$ cat src/rtl/core/ps2dl_pkg.sv
// ps2dl_pkg: shared constants, types and frame helper for the ps2 device packet link
// depends on nothing; used by ps2dl_queue and ps2_device_packet_link_core
package ps2dl_pkg;

    // default sizing handed down from the top level
    localparam int QUEUE_DEPTH_DEF      = 32;
    localparam int MAX_PACKET_BYTES_DEF = 8;

    localparam logic [7:0]  BUSY_TIMEOUT_RST = 8'd100;
    localparam logic [7:0]  RESEND_CODE      = 8'hFE;
    localparam logic [10:0] FRAME_INVERT     = 11'h7FF;

    // item kinds carried on s_tuser
    localparam logic REQ_POLL = 1'b0;
    localparam logic REQ_PUSH = 1'b1;

    // input tdata layout (push_last on tlast, req_type on tuser)
    localparam int IN_DATA_W      = 24;
    localparam int IN_PUSH_BYTE   = 0;
    localparam int IN_LINE_BUSY   = 8;
    localparam int IN_CLOCK_HIGH  = 9;
    localparam int IN_DATA_HIGH   = 10;
    localparam int IN_TX_FAILED   = 11;
    localparam int IN_RX_VALID    = 12;
    localparam int IN_RX_DATA     = 13;
    localparam int IN_RX_PARITY   = 21;

    // output tdata layout
    localparam int OUT_DATA_W     = 48;
    localparam int OUT_USED_W     = 43;

    typedef struct packed {
        logic       push;
        logic [7:0] push_byte;
        logic       push_last;
        logic       pop;
        logic       flush;
    } q_cmd_t;

    typedef struct packed {
        logic empty;
        logic full;
    } q_stat_t;

    typedef struct packed {
        logic       push_dropped;
        logic [7:0] prev_cmd_byte;
        logic [7:0] cmd_byte;
        logic       cmd_valid;
        logic       fail_ack;
        logic [10:0] reply_frame;
        logic       reply_valid;
        logic [10:0] frame;
        logic       frame_valid;
    } result_t;

    // frame of start 0, data lsb first, odd parity, stop 1, returned with every bit inverted
    function automatic logic [10:0] line_frame(input logic [7:0] b);
        logic [10:0] v;
        v = {1'b1, ~^b, b, 1'b0};
        return v ^ FRAME_INVERT;
    endfunction

endpackage

$ cat src/rtl/core/ps2_device_packet_link_core.sv
// ps2_device_packet_link_core: an accepted item is held in the item registers while
// the packet memories are read, then the update writes its result into the output
// register that drives m_tvalid; a new item is taken only after the last one's update,
// and a result still waiting on m_tready holds back the next update until it is taken
// reset: rst_n asynchronous active low clears pointers, counters, last bytes and the
// output valid flag and loads busy_timeout with 100; memories are not cleared
module ps2_device_packet_link_core
    import ps2dl_pkg::*;
#(
    parameter int QUEUE_DEPTH      = QUEUE_DEPTH_DEF,
    parameter int MAX_PACKET_BYTES = MAX_PACKET_BYTES_DEF
) (
    input  logic                  clk,
    input  logic                  rst_n,
    // configuration: busy_timeout
    input  logic                  cfg_valid,
    output logic                  cfg_ready,
    input  logic [7:0]            cfg_data,
    // input items
    input  logic                  s_tvalid,
    output logic                  s_tready,
    // push_byte[7:0], line_busy[8], clock_high[9], data_high[10], tx_failed[11],
    // rx_valid[12], rx_data[20:13], rx_parity[21], zero[23:22]
    input  logic [IN_DATA_W-1:0]  s_tdata,
    input  logic                  s_tuser,   // req_type
    input  logic                  s_tlast,   // push_last
    // result items
    output logic                  m_tvalid,
    input  logic                  m_tready,
    // frame_valid[0], frame[11:1], reply_valid[12], reply_frame[23:13], fail_ack[24],
    // cmd_valid[25], cmd_byte[33:26], prev_cmd_byte[41:34], push_dropped[42], zero[47:43]
    output logic [OUT_DATA_W-1:0] m_tdata
);

    localparam int CW = $clog2(MAX_PACKET_BYTES + 1);
    localparam int IW = (MAX_PACKET_BYTES > 1) ? $clog2(MAX_PACKET_BYTES) : 1;

    typedef enum logic {ST_IDLE, ST_EXEC} state_t;

    state_t                 state_reg, state_next;
    logic [IN_DATA_W-1:0]   item_data_reg;
    logic                   item_type_reg;
    logic                   item_last_reg;
    logic [CW-1:0]          bytes_sent_reg, bytes_sent_next;
    logic [7:0]             busy_cnt_reg, busy_cnt_next;
    logic [7:0]             last_sent_reg, last_sent_next;
    logic [7:0]             last_cmd_reg, last_cmd_next;
    logic [7:0]             busy_timeout_reg;
    logic                   out_valid_reg, out_valid_next;
    result_t                out_res_reg, out_res_next;

    q_cmd_t                 q_cmd;
    q_stat_t                q_stat;
    logic                   q_dropped;
    logic [CW-1:0]          q_len;
    logic [7:0]             q_byte;

    logic                   in_xact;
    logic                   commit;
    logic                   is_push;
    logic                   poll_pop;
    logic                   poll_flush;

    // unpacked fields of the held item
    logic       line_busy, clock_high, data_high, tx_failed, rx_valid, rx_parity;
    logic [7:0] rx_data;

    assign line_busy  = item_data_reg[IN_LINE_BUSY];
    assign clock_high = item_data_reg[IN_CLOCK_HIGH];
    assign data_high  = item_data_reg[IN_DATA_HIGH];
    assign tx_failed  = item_data_reg[IN_TX_FAILED];
    assign rx_valid   = item_data_reg[IN_RX_VALID];
    assign rx_data    = item_data_reg[IN_RX_DATA +: 8];
    assign rx_parity  = item_data_reg[IN_RX_PARITY];

    // config register may be written any cycle
    assign cfg_ready = 1'b1;

    // new items come in only between updates; the output register decouples the sink
    assign s_tready = (state_reg == ST_IDLE);
    assign in_xact  = s_tvalid && s_tready;
    // the update lands only when the output register can take its result
    assign commit   = (state_reg == ST_EXEC) && (!out_valid_reg || m_tready);
    assign is_push  = (item_type_reg == REQ_PUSH);

    assign m_tvalid = out_valid_reg;
    assign m_tdata  = {(OUT_DATA_W - OUT_USED_W)'(0), out_res_reg};

    // queue commands: push writes the staging slot, pop and flush move the head
    always_comb
    begin
        q_cmd.push      = commit && is_push;
        q_cmd.push_byte = item_data_reg[IN_PUSH_BYTE +: 8];
        q_cmd.push_last = item_last_reg;
        q_cmd.pop       = commit && !is_push && poll_pop;
        q_cmd.flush     = commit && !is_push && poll_flush;
    end

    // poll tick: timeout, send or pop, failure step back, host byte handling
    always_comb
    begin
        logic [7:0]  cd;
        logic [CW-1:0] bs;
        logic [7:0]  ls;
        logic        send_ok;
        result_t     res;

        cd         = busy_cnt_reg;
        bs         = bytes_sent_reg;
        ls         = last_sent_reg;
        res        = '0;
        poll_pop   = 1'b0;
        poll_flush = 1'b0;
        last_cmd_next = last_cmd_reg;

        if (cd != '0)
        begin
            cd = line_busy ? 8'd0 : cd - 8'd1;
        end

        send_ok = (cd == '0) && !line_busy && data_high && clock_high && !q_stat.empty;
        if (send_ok)
        begin
            if (bs >= q_len)
            begin
                // whole packet went out
                poll_pop = 1'b1;
                bs       = '0;
            end
            else
            begin
                bs              = bs + 1'b1;
                ls              = q_byte;
                cd              = busy_timeout_reg;
                res.frame_valid = 1'b1;
                res.frame       = line_frame(q_byte);
            end
        end

        if (tx_failed)
        begin
            if (bs != '0)
            begin
                bs = bs - 1'b1;
            end
            res.fail_ack = 1'b1;
        end

        if (rx_valid)
        begin
            if ((~^rx_data) != rx_parity)
            begin
                // bad parity: ask the host to resend
                res.reply_valid = 1'b1;
                res.reply_frame = line_frame(RESEND_CODE);
            end
            else if (rx_data == RESEND_CODE)
            begin
                res.reply_valid = 1'b1;
                res.reply_frame = line_frame(ls);
            end
            else
            begin
                // host command drops everything queued
                poll_flush        = 1'b1;
                bs                = '0;
                res.cmd_valid     = 1'b1;
                res.cmd_byte      = rx_data;
                res.prev_cmd_byte = last_cmd_reg;
                last_cmd_next     = rx_data;
            end
        end

        bytes_sent_next = bs;
        busy_cnt_next   = cd;
        last_sent_next  = ls;
        out_res_next    = res;

        if (is_push)
        begin
            // push touches only the staging side
            bytes_sent_next  = bytes_sent_reg;
            busy_cnt_next    = busy_cnt_reg;
            last_sent_next   = last_sent_reg;
            last_cmd_next    = last_cmd_reg;
            out_res_next     = '0;
            out_res_next.push_dropped = q_dropped;
        end
    end

    // sequencing
    always_comb
    begin
        state_next     = state_reg;
        out_valid_next = out_valid_reg && !m_tready;
        unique case (state_reg)
            ST_IDLE:
            begin
                if (in_xact)
                begin
                    state_next = ST_EXEC;
                end
            end
            ST_EXEC:
            begin
                if (commit)
                begin
                    state_next     = ST_IDLE;
                    out_valid_next = 1'b1;
                end
            end
            default:
            begin
                state_next = ST_IDLE;
            end
        endcase
    end

    always_ff @(posedge clk or negedge rst_n)
    begin
        if (!rst_n)
        begin
            state_reg        <= ST_IDLE;
            bytes_sent_reg   <= '0;
            busy_cnt_reg     <= '0;
            last_sent_reg    <= '0;
            last_cmd_reg     <= '0;
            busy_timeout_reg <= BUSY_TIMEOUT_RST;
            out_valid_reg    <= 1'b0;
        end
        else
        begin
            state_reg     <= state_next;
            out_valid_reg <= out_valid_next;
            if (cfg_valid && cfg_ready)
            begin
                busy_timeout_reg <= cfg_data;
            end
            if (commit)
            begin
                bytes_sent_reg <= bytes_sent_next;
                busy_cnt_reg   <= busy_cnt_next;
                last_sent_reg  <= last_sent_next;
                last_cmd_reg   <= last_cmd_next;
            end
        end
    end

    // payload registers
    always_ff @(posedge clk)
    begin
        if (in_xact)
        begin
            item_data_reg <= s_tdata;
            item_type_reg <= s_tuser;
            item_last_reg <= s_tlast;
        end
        if (commit)
        begin
            out_res_reg <= out_res_next;
        end
    end

    ps2dl_queue #(
        .QUEUE_DEPTH      (QUEUE_DEPTH),
        .MAX_PACKET_BYTES (MAX_PACKET_BYTES)
    ) u_queue (
        .clk       (clk),
        .rst_n     (rst_n),
        .cmd       (q_cmd),
        .rd_idx    (bytes_sent_reg[IW-1:0]),
        .stat      (q_stat),
        .dropped   (q_dropped),
        .head_len  (q_len),
        .head_byte (q_byte)
    );

    // an accepted transaction always moves on to the update cycle
    assert property (@(posedge clk) disable iff (!rst_n)
        in_xact |=> (state_reg == ST_EXEC))
        else $error("accepted item did not enter update");

    // a result appears only as the product of an update
    assert property (@(posedge clk) disable iff (!rst_n)
        $rose(m_tvalid) |-> $past(commit))
        else $error("result without update");

    // a resend reply and a host command never come from the same tick
    assert property (@(posedge clk) disable iff (!rst_n)
        m_tvalid |-> !(m_tdata[12] && m_tdata[25]))
        else $error("reply and command in one result");

    // the send position never passes the largest packet
    assert property (@(posedge clk) disable iff (!rst_n)
        bytes_sent_reg <= CW'(MAX_PACKET_BYTES))
        else $error("bytes_sent out of range");

endmodule

$ cat src/rtl/core/ps2dl_ram.sv
// ps2dl_ram: generic simple dual-port ram, one write port, one registered read port
// depends on nothing
module ps2dl_ram #(
    parameter int WIDTH = 8,
    parameter int DEPTH = 256,
    localparam int AW = (DEPTH > 1) ? $clog2(DEPTH) : 1
) (
    input  logic             clk,
    input  logic             wr_en,
    input  logic [AW-1:0]    wr_addr,
    input  logic [WIDTH-1:0] wr_data,
    input  logic [AW-1:0]    rd_addr,
    output logic [WIDTH-1:0] rd_data
);

    logic [WIDTH-1:0] mem [DEPTH];

    always_ff @(posedge clk)
    begin
        if (wr_en)
        begin
            mem[wr_addr] <= wr_data;
        end
        rd_data <= mem[rd_addr];
    end

endmodule

$ cat src/rtl/core/ps2dl_queue.sv
// ps2dl_queue: packet queue with byte store, length store and ring pointers
// depends on ps2dl_pkg and ps2dl_ram
module ps2dl_queue
    import ps2dl_pkg::*;
#(
    parameter int QUEUE_DEPTH      = QUEUE_DEPTH_DEF,
    parameter int MAX_PACKET_BYTES = MAX_PACKET_BYTES_DEF,
    localparam int CW = $clog2(MAX_PACKET_BYTES + 1),
    localparam int IW = (MAX_PACKET_BYTES > 1) ? $clog2(MAX_PACKET_BYTES) : 1
) (
    input  logic          clk,
    input  logic          rst_n,
    input  q_cmd_t        cmd,
    input  logic [IW-1:0] rd_idx,
    output q_stat_t       stat,
    output logic          dropped,
    output logic [CW-1:0] head_len,
    output logic [7:0]    head_byte
);

    // one spare slot: the slot under the tail pointer is always free for staging
    localparam int NS  = QUEUE_DEPTH + 1;
    localparam int SW  = $clog2(NS);
    localparam int QCW = $clog2(QUEUE_DEPTH + 1);
    localparam int BYTE_DEPTH = 1 << (SW + IW);
    localparam int LEN_DEPTH  = 1 << SW;

    logic [SW-1:0]  head_reg, head_next;
    logic [SW-1:0]  tail_reg, tail_next;
    logic [QCW-1:0] count_reg, count_next;
    logic [CW-1:0]  stage_reg, stage_next;

    logic           byte_wr, len_wr;
    logic [CW-1:0]  stage_inc;
    logic [SW-1:0]  head_inc, tail_inc;

    assign stat.empty = (count_reg == '0);
    assign stat.full  = (count_reg == QCW'(QUEUE_DEPTH));
    assign head_inc   = (head_reg == SW'(NS - 1)) ? '0 : head_reg + 1'b1;
    assign tail_inc   = (tail_reg == SW'(NS - 1)) ? '0 : tail_reg + 1'b1;
    assign byte_wr    = cmd.push && (stage_reg < CW'(MAX_PACKET_BYTES));
    assign stage_inc  = byte_wr ? stage_reg + 1'b1 : stage_reg;
    assign len_wr     = cmd.push && cmd.push_last && !stat.full;
    assign dropped    = cmd.push && cmd.push_last && stat.full;

    always_comb
    begin
        head_next  = head_reg;
        tail_next  = tail_reg;
        count_next = count_reg;
        stage_next = stage_reg;
        if (cmd.push)
        begin
            stage_next = cmd.push_last ? '0 : stage_inc;
            if (len_wr)
            begin
                tail_next  = tail_inc;
                count_next = count_reg + 1'b1;
            end
        end
        if (cmd.flush)
        begin
            head_next  = tail_reg;
            count_next = '0;
        end
        else if (cmd.pop)
        begin
            head_next  = head_inc;
            count_next = count_reg - 1'b1;
        end
    end

    always_ff @(posedge clk or negedge rst_n)
    begin
        if (!rst_n)
        begin
            head_reg  <= '0;
            tail_reg  <= '0;
            count_reg <= '0;
            stage_reg <= '0;
        end
        else
        begin
            head_reg  <= head_next;
            tail_reg  <= tail_next;
            count_reg <= count_next;
            stage_reg <= stage_next;
        end
    end

    ps2dl_ram #(
        .WIDTH (8),
        .DEPTH (BYTE_DEPTH)
    ) u_byte_ram (
        .clk     (clk),
        .wr_en   (byte_wr),
        .wr_addr ({tail_reg, stage_reg[IW-1:0]}),
        .wr_data (cmd.push_byte),
        .rd_addr ({head_reg, rd_idx}),
        .rd_data (head_byte)
    );

    ps2dl_ram #(
        .WIDTH (CW),
        .DEPTH (LEN_DEPTH)
    ) u_len_ram (
        .clk     (clk),
        .wr_en   (len_wr),
        .wr_addr (tail_reg),
        .wr_data (stage_inc),
        .rd_addr (head_reg),
        .rd_data (head_len)
    );

endmodule
$ cat config.mk
export PLATFORM = sky130hd
export DESIGN_NAME = ps2_device_packet_link_core
export DESIGN_NICKNAME = d
export VERILOG_FILES = /design/src/rtl/core/ps2dl_pkg.sv /design/src/rtl/core/ps2_device_packet_link_core.sv /design/src/rtl/core/ps2dl_ram.sv /design/src/rtl/core/ps2dl_queue.sv
export SDC_FILE = /design/constraint.sdc
export NUM_CORES = 2
export LEC_CHECK = 0
export BUFFER_PORTS_ARGS = -buffer_cell sky130_fd_sc_hd__buf_2
export CAP_MARGIN = 10
export CORE_UTILIZATION = 48
export DETAILED_ROUTE_END_ITERATION = 12
export GPL_TIMING_DRIVEN = 1
export HOLD_SLACK_MARGIN = 0.12
export SLEW_MARGIN = 20
export SYNTH_ARGS = -nofsm -noshare
export SYNTH_HDL_FRONTEND = slang
export SYNTH_MEMORY_MAX_BITS = 65536
export SYNTH_SLANG_ARGS = --single-unit
export TNS_END_PERCENT = 30
$ cat constraint.sdc
create_clock -name clk -period 12.2 [get_ports clk]
set_input_delay 1.22 -clock clk [delete_from_list [all_inputs] [get_ports clk]]
set_output_delay 1.22 -clock clk [all_outputs]
set_load 0.05 [all_outputs]
Yosys cells after proc, flatten, opt, wreduce, memory -nomap -nowiden
Memories as Yosys holds them, arrays and structs flattened. A register that Yosys moved wholly into a read port is not among the register bits.
Index checks and enable logic that the tools add are counted.
{"block": "word_totals", "ff_bits": 127, "ram_bits": 4352, "output_inout_bits": 51, "n_memories": 2}
{"block": "classes", "add_sub_neg": 8, "magnitude_cmp": 2, "n_eq_ne": 5, "n_mux": 42, "bitwise": 8, "n_reduce_logical": 42}
{"memory": "u_queue.u_byte_ram.mem", "words": 512, "width": 8, "read_ports": 1, "rd_clocked_by_memory_dff": 1, "wr": 1, "line_no": "ps2dl_ram.sv:16", "rtl": "logic [WIDTH-1:0] mem [DEPTH];"}
{"memory": "u_queue.u_len_ram.mem", "words": 64, "width": 4, "read_ports": 1, "rd_clocked_by_memory_dff": 1, "wr": 1, "line_no": "ps2dl_ram.sv:16"}
{"operator": "6-bit two-way mux", "n": 8}
{"operator": "8-bit two-way mux", "n": 6}
{"operator": "4-bit two-way mux", "n": 9}
{"operator": "8-bit XNOR reduction", "n": 3}
{"operator": "11-bit two-way mux", "n": 2}
{"operator": "11-bit NOT", "n": 2}
{"operator": "6-bit by 1-bit adder with 6-bit output (second input constant)", "n": 3}
{"operator": "6-bit equality test (second input constant)", "n": 3}
{"operator": "1-bit two-way mux", "n": 16}
{"operator": "1-bit logical AND", "n": 15}
{"operator": "4-bit by 1-bit adder with 4-bit output (second input constant)", "n": 2}
{"operator": "8-bit equality test (second input constant)", "n": 1}
{"operator": "8-bit logical NOT", "n": 1}
{"operator": "8-bit nonzero test", "n": 1}
{"operator": "4-bit OR reduction", "n": 2}
{"operator": "8-bit by 1-bit subtractor with 8-bit output (second input constant)", "n": 1}
{"operator": "1-bit logical NOT", "n": 6}
{"operator": "6-bit logical NOT", "n": 1}
{"operator": "1-bit NOT", "n": 6}
{"operator": "2-bit AND reduction", "n": 3}
{"operator": "3-bit nonzero test", "n": 2}
{"operator": "3-bit OR reduction", "n": 2}
{"operator": "6-bit by 1-bit subtractor with 6-bit output (second input constant)", "n": 1}
{"operator": "5-bit AND reduction", "n": 1}
{"operator": "other kinds (9)", "n": 10}

Longest topological paths before layout
{"block": "depth", "depth_word": 15, "ltp_mapped": 22, "ltp_nobuf": 15}

Hierarchy
Synthesis repeated with hierarchy kept, for this count alone.
{"block": "hier_totals", "cells_unflattened": 9060, "hier_area_um2": 176540.6}
{"module": "ps2dl_ram (u_queue.u_byte_ram)", "instances": 1, "cells_each": 8030, "area_each_um2": 159927.1}
{"module": "ps2dl_ram (u_queue.u_len_ram)", "instances": 1, "cells_each": 521, "area_each_um2": 10407.5}
{"module": "ps2_device_packet_link_core", "instances": 1, "cells_each": 365, "area_each_um2": 4808.4}
{"module": "ps2dl_queue", "instances": 1, "cells_each": 144, "area_each_um2": 1397.6}

Worst setup path before layout
No wires, ideal clock.
{"block": "synth_path", "path_type": "flip-flop to flip-flop", "start": "register item_data_reg[0]", "end": "memory u_queue.u_byte_ram.mem[0][0], data pin", "setup_ns": 1.435, "arrival_time_ns": 6.158, "path_slack_ns": 4.607, "path_stages_with_launch": 1, "n_path_buf": 0, "period_less_slack_ns": 7.593, "cell_sequence": "edfxtp_1"}
{"item": "start: declaration", "line_no": "ps2_device_packet_link_core.sv:41", "rtl": "logic [IN_DATA_W-1:0] item_data_reg;"}
{"item": "start signal: assignment", "line_no": "ps2_device_packet_link_core.sv:254", "rtl": "item_data_reg <= s_tdata;"}
{"item": "end: declaration", "line_no": "ps2dl_ram.sv:16"}
Straight into the memory's write port.

==> impl_metrics.csv <==
group,metric,value,unit
critical_path,worst_ep_arrival_time,6360,ps
sta,max_freq,181,MHz
global_routing,grt_pass1_vias,85063,
critical_path,crit_start,"bytes_sent_reg[0]$_DFFE_PN0P_",
power,power,41.8,mW
critical_path,path_buf_inv,2,
power,power.leakage,60.0,nW
logic_synthesis,syn_area,176000,sq um
placed_design,portBuffers,79,
logic_synthesis,netlist-cell-type-count,87,
floorplan,die-area,368000,sq um
job,drv_cap,0,
critical_path,end_kind,"register",
drt,wl_per_cell,34.0,um
power,peakVddDrop,0.195,mV
logic_synthesis,synth.top_cell.area_share,0.755,
clock_tree,cts_inserted_buffers,451,
clock_tree,cts_resized,0,
logic_synthesis,yosysSeqAreaShare,0.765,
critical_path,reg2reg_depth,7,
power,power_density,214,nW/um^2
floorplan,core_area,363000,sq um
sta,fin_skew,69.8,ps
cells_and_area,nNetsFinal,8403,
cells_and_area,final.fill_count,27350,
cells_and_area,area_growth,11.4,%
drt,vias_per_cell,6.29,
placed_design,placedCellCount,12679,
cells_and_area,final_cells,13521,
cells_and_area,fin_util,0.539,
critical_path,worst_setup_path_start_kind,"register",
logic_synthesis,ys_ff_latch,4488,
min_path,hold_class,"input pin to register",
logic_synthesis,yosysWarnings,0,
critical_path,worstSetupPathType,"register to register",
critical_path,cp_max_fo,82,
clock_tree,hold_buffers,0,
critical_path,cpPeakStageDelay,1090,ps
floorplan,initial_core_util,0.483,
clock_tree,cts-htree-levels,5,
global_routing,antenna_found_initial,25,
sta,rsz0062_at_grt,"no",
drt,routed_wl,460000,um
drt,dr.pass1.iters,6,
sta,maxSlewViolCount,0,
cells_and_area,drive_gt1_frac,0.249,
critical_path,r2r_end,"u_queue.u_byte_ram.rd_data[3]$_DFF_P_",
sta,setup_viol,0,
drt,final_antenna_net_count,0,
logic_synthesis,yosys-top-cells-area,"edfxtp_1 (76%), mux4_2 (15%), nor2_1 (1.5%)",
critical_path,crit_end,"u_queue.u_byte_ram.rd_data[3]$_DFF_P_",
critical_path,cpLargestDelayFamily,"multiplexers",
clock_tree,clk_path_buf_depth,4,
logic_synthesis,synth_cells,8133,
placed_design,place_congestion,0.841,
critical_path,reg2reg_setup_slack,6660,ps
sta,relSlewSlack,0.208,
critical_path,crit_required,13030,ps
floorplan,die_h,607,um
clock_tree,root_buffer,"clkbuf_16",
floorplan,fp-row-count,221,
critical_path,reg2reg_from,"bytes_sent_reg[0]$_DFFE_PN0P_",
sta,worst-slew-pin-transition,1160,ps
sta,hold_ws,383,ps
cells_and_area,largest-register,"u_queue.u_byte_ram.mem",
global_routing,grt_max_degree,207,
critical_path,cp.depth,7,
global_routing,grt-ovfl-total,0,
sta,final.min_clock_period,5540,ps
critical_path,path_common_cell,"mux4_2",
run_status,status,"finished, final reports clean",
cells_and_area,largest_reg_flops,4096,
drt,drc,0,
global_routing,grt_pass1_wl,647000,um
floorplan,io_pins,90,
drt,drt_iter0_markers,10912,
critical_path,crit_path_top_delay_cell,"a2111oi_2",
global_routing,grt.total_usage,0.249,
clock_tree,clock_latency,1010,ps
min_path,hold_path.startpoint,"s_tdata[21]",
sta,tns,0,ps
logic_synthesis,async_reset_ff_frac,0.0134,
logic_synthesis,synth_top_area_cell,"edfxtp_1",
logic_synthesis,syn_avg_cell_area,21.6,sq um
critical_path,cp_cell_sequence,"buf_12, buf_4, mux4_2, mux4_2, mux4_2, a2111oi_2, a211oi_1",
sta,finalHoldViolations,0,
logic_synthesis,synth-main-ff-cell,"edfxtp_1",
sta,post-route-period-util,0.454,
drt,vias,85096,
clock_tree,cts_setup_buffers,0,
logic_synthesis,synth_edf_count,4416,
clock_tree,cts.sinks,4488,
clock_tree,clkTransAtPathRegs,60,ps
placed_design,hpwl,269000,um
floorplan,die_w,607,um
clock_tree,cts_tree,"done",
per-stage QoR:
stage               cell area, sq um  setup WS [ps]
detailed placement            181000           6400
global route                  196000           6370
CTS                           195000           6380
global placement              181000           6460
finish                        196000           6660
floorplan                     176000           4610
placed cells by master (no fill, tap or decap), drive strengths merged, types with 9 or more instances in the layout:
cell | synthesis | routed
a2111oi | 9 | 9
o31ai | 12 | 12
nor2 | 686 | 686
a32oi | 10 | 10
a221oi | 16 | 16
nand2 | 240 | 240
a31oi | 19 | 19
clkbuf | 217 | 546
nor2b | 12 | 12
and2 | 32 | 32
nor3 | 53 | 53
and3 | 12 | 12
clkinv | 2 | 219
mux4 | 1184 | 1184
nand2b | 13 | 13
dfxtp | 12 | 12
o221ai | 89 | 89
o21ai | 52 | 52
bufinv | 0 | 49
buf | 284 | 248
ha | 24 | 24
dfrtp | 57 | 57
nand3 | 33 | 33
a22o | 15 | 15
a211oi | 15 | 15
a21oi | 95 | 95
inv | 29 | 35
mux2i | 255 | 255
o22ai | 65 | 65
edfxtp | 4416 | 4416
mux2 | 22 | 22
xnor2 | 25 | 25
clkinvlp | 0 | 15
layout make-up:
class	instances	area, sq um	area share
flip-flops and latches	4488	134000	0.687
multi-input cells	3119	38300	0.196
clock buffers	546	11800	0.0605
well taps	4794	6000	0.0307
clock inverters	287	2850	0.0146
repair buffers	248	2000	0.0102
inverters	31	134	0.000685
diodes	8	20.0	0.000102
layer usage:
layer	wire length (um)	vias to the layer above	part of all wire	global-route usage
met3	39400	674	0.086	0.0480
met1	189000	46137	0.41	0.360
met2	217000	3893	0.47	0.389
li1	-	34386	-	-
met4	14300	6	0.031	0.0715
met5	34	-	0.000074	0
Yosys cell counts (9+ instances only):
master,number
a221oi_1,16
a32oi_1,10
nand3_1,33
o221ai_1,89
nor2_1,685
a21oi_1,94
o31ai_1,12
nand2b_1,13
mux4_2,1184
o21ai_0,51
nand2_1,240
a22o_1,15
edfxtp_1,4416
ha_1,24
dfrtp_1,57
a2111oi_0,9
mux2_2,22
and2_1,30
buf_2,102
nor2b_1,12
buf_8,17
buf_1,31
buf_4,66
clkbuf_1,217
xnor2_1,25
a31oi_1,18
mux2i_1,255
o22ai_1,65
inv_1,27
and3_1,12
a211oi_1,15
dfxtp_1,12
nor3_1,52
buf_6,62
kinds of logic (layout without fill, tap and decap cells):
logic type / count (synthesis) / count (layout) / synth area share
buffers and inverters: 532 / 1112 / 0.0178
adder cells (fa/ha/maj): 25 / 25 / 0.00182
other: 2 / 16 / 0.0000428
flip-flops: 4488 / 4488 / 0.765
XOR/XNOR: 30 / 30 / 0.00150
multiplexers: 1461 / 1461 / 0.168
AO/OA/AOI/OAI: 473 / 473 / 0.0191
AND/OR/NAND/NOR: 1122 / 1122 / 0.0265
how the worst min path moves through the flow:
| stage | end | slack, ps | cells past startpoint |
|---|---|---|---|
| 2_1_floorplan | last_cmd_reg[1]$_DFFE_PN0P_ | 440 | 2 |
| 3_3_place_gp | last_cmd_reg[0]$_DFFE_PN0P_ | 460 | 2 |
| 3_5_place_dp | last_cmd_reg[2]$_DFFE_PN0P_ | 470 | 2 |
| 4_1_cts | item_data_reg[21]$_DFFE_PP_ | 310 | 1 |
| 5_1_grt | item_data_reg[21]$_DFFE_PP_ | 340 | 1 |
| 6_report | item_data_reg[21]$_DFFE_PP_ | 380 | 1 |
report_power, final:
part	switching [mW]	total [mW]	internal, mW
logic	6.29	10.5	4.21
registers	0.284	17.5	17.2
clock network	5.87	13.8	7.92
total	12.4	41.8	29.4
Power figures use the tool's default switching activity.
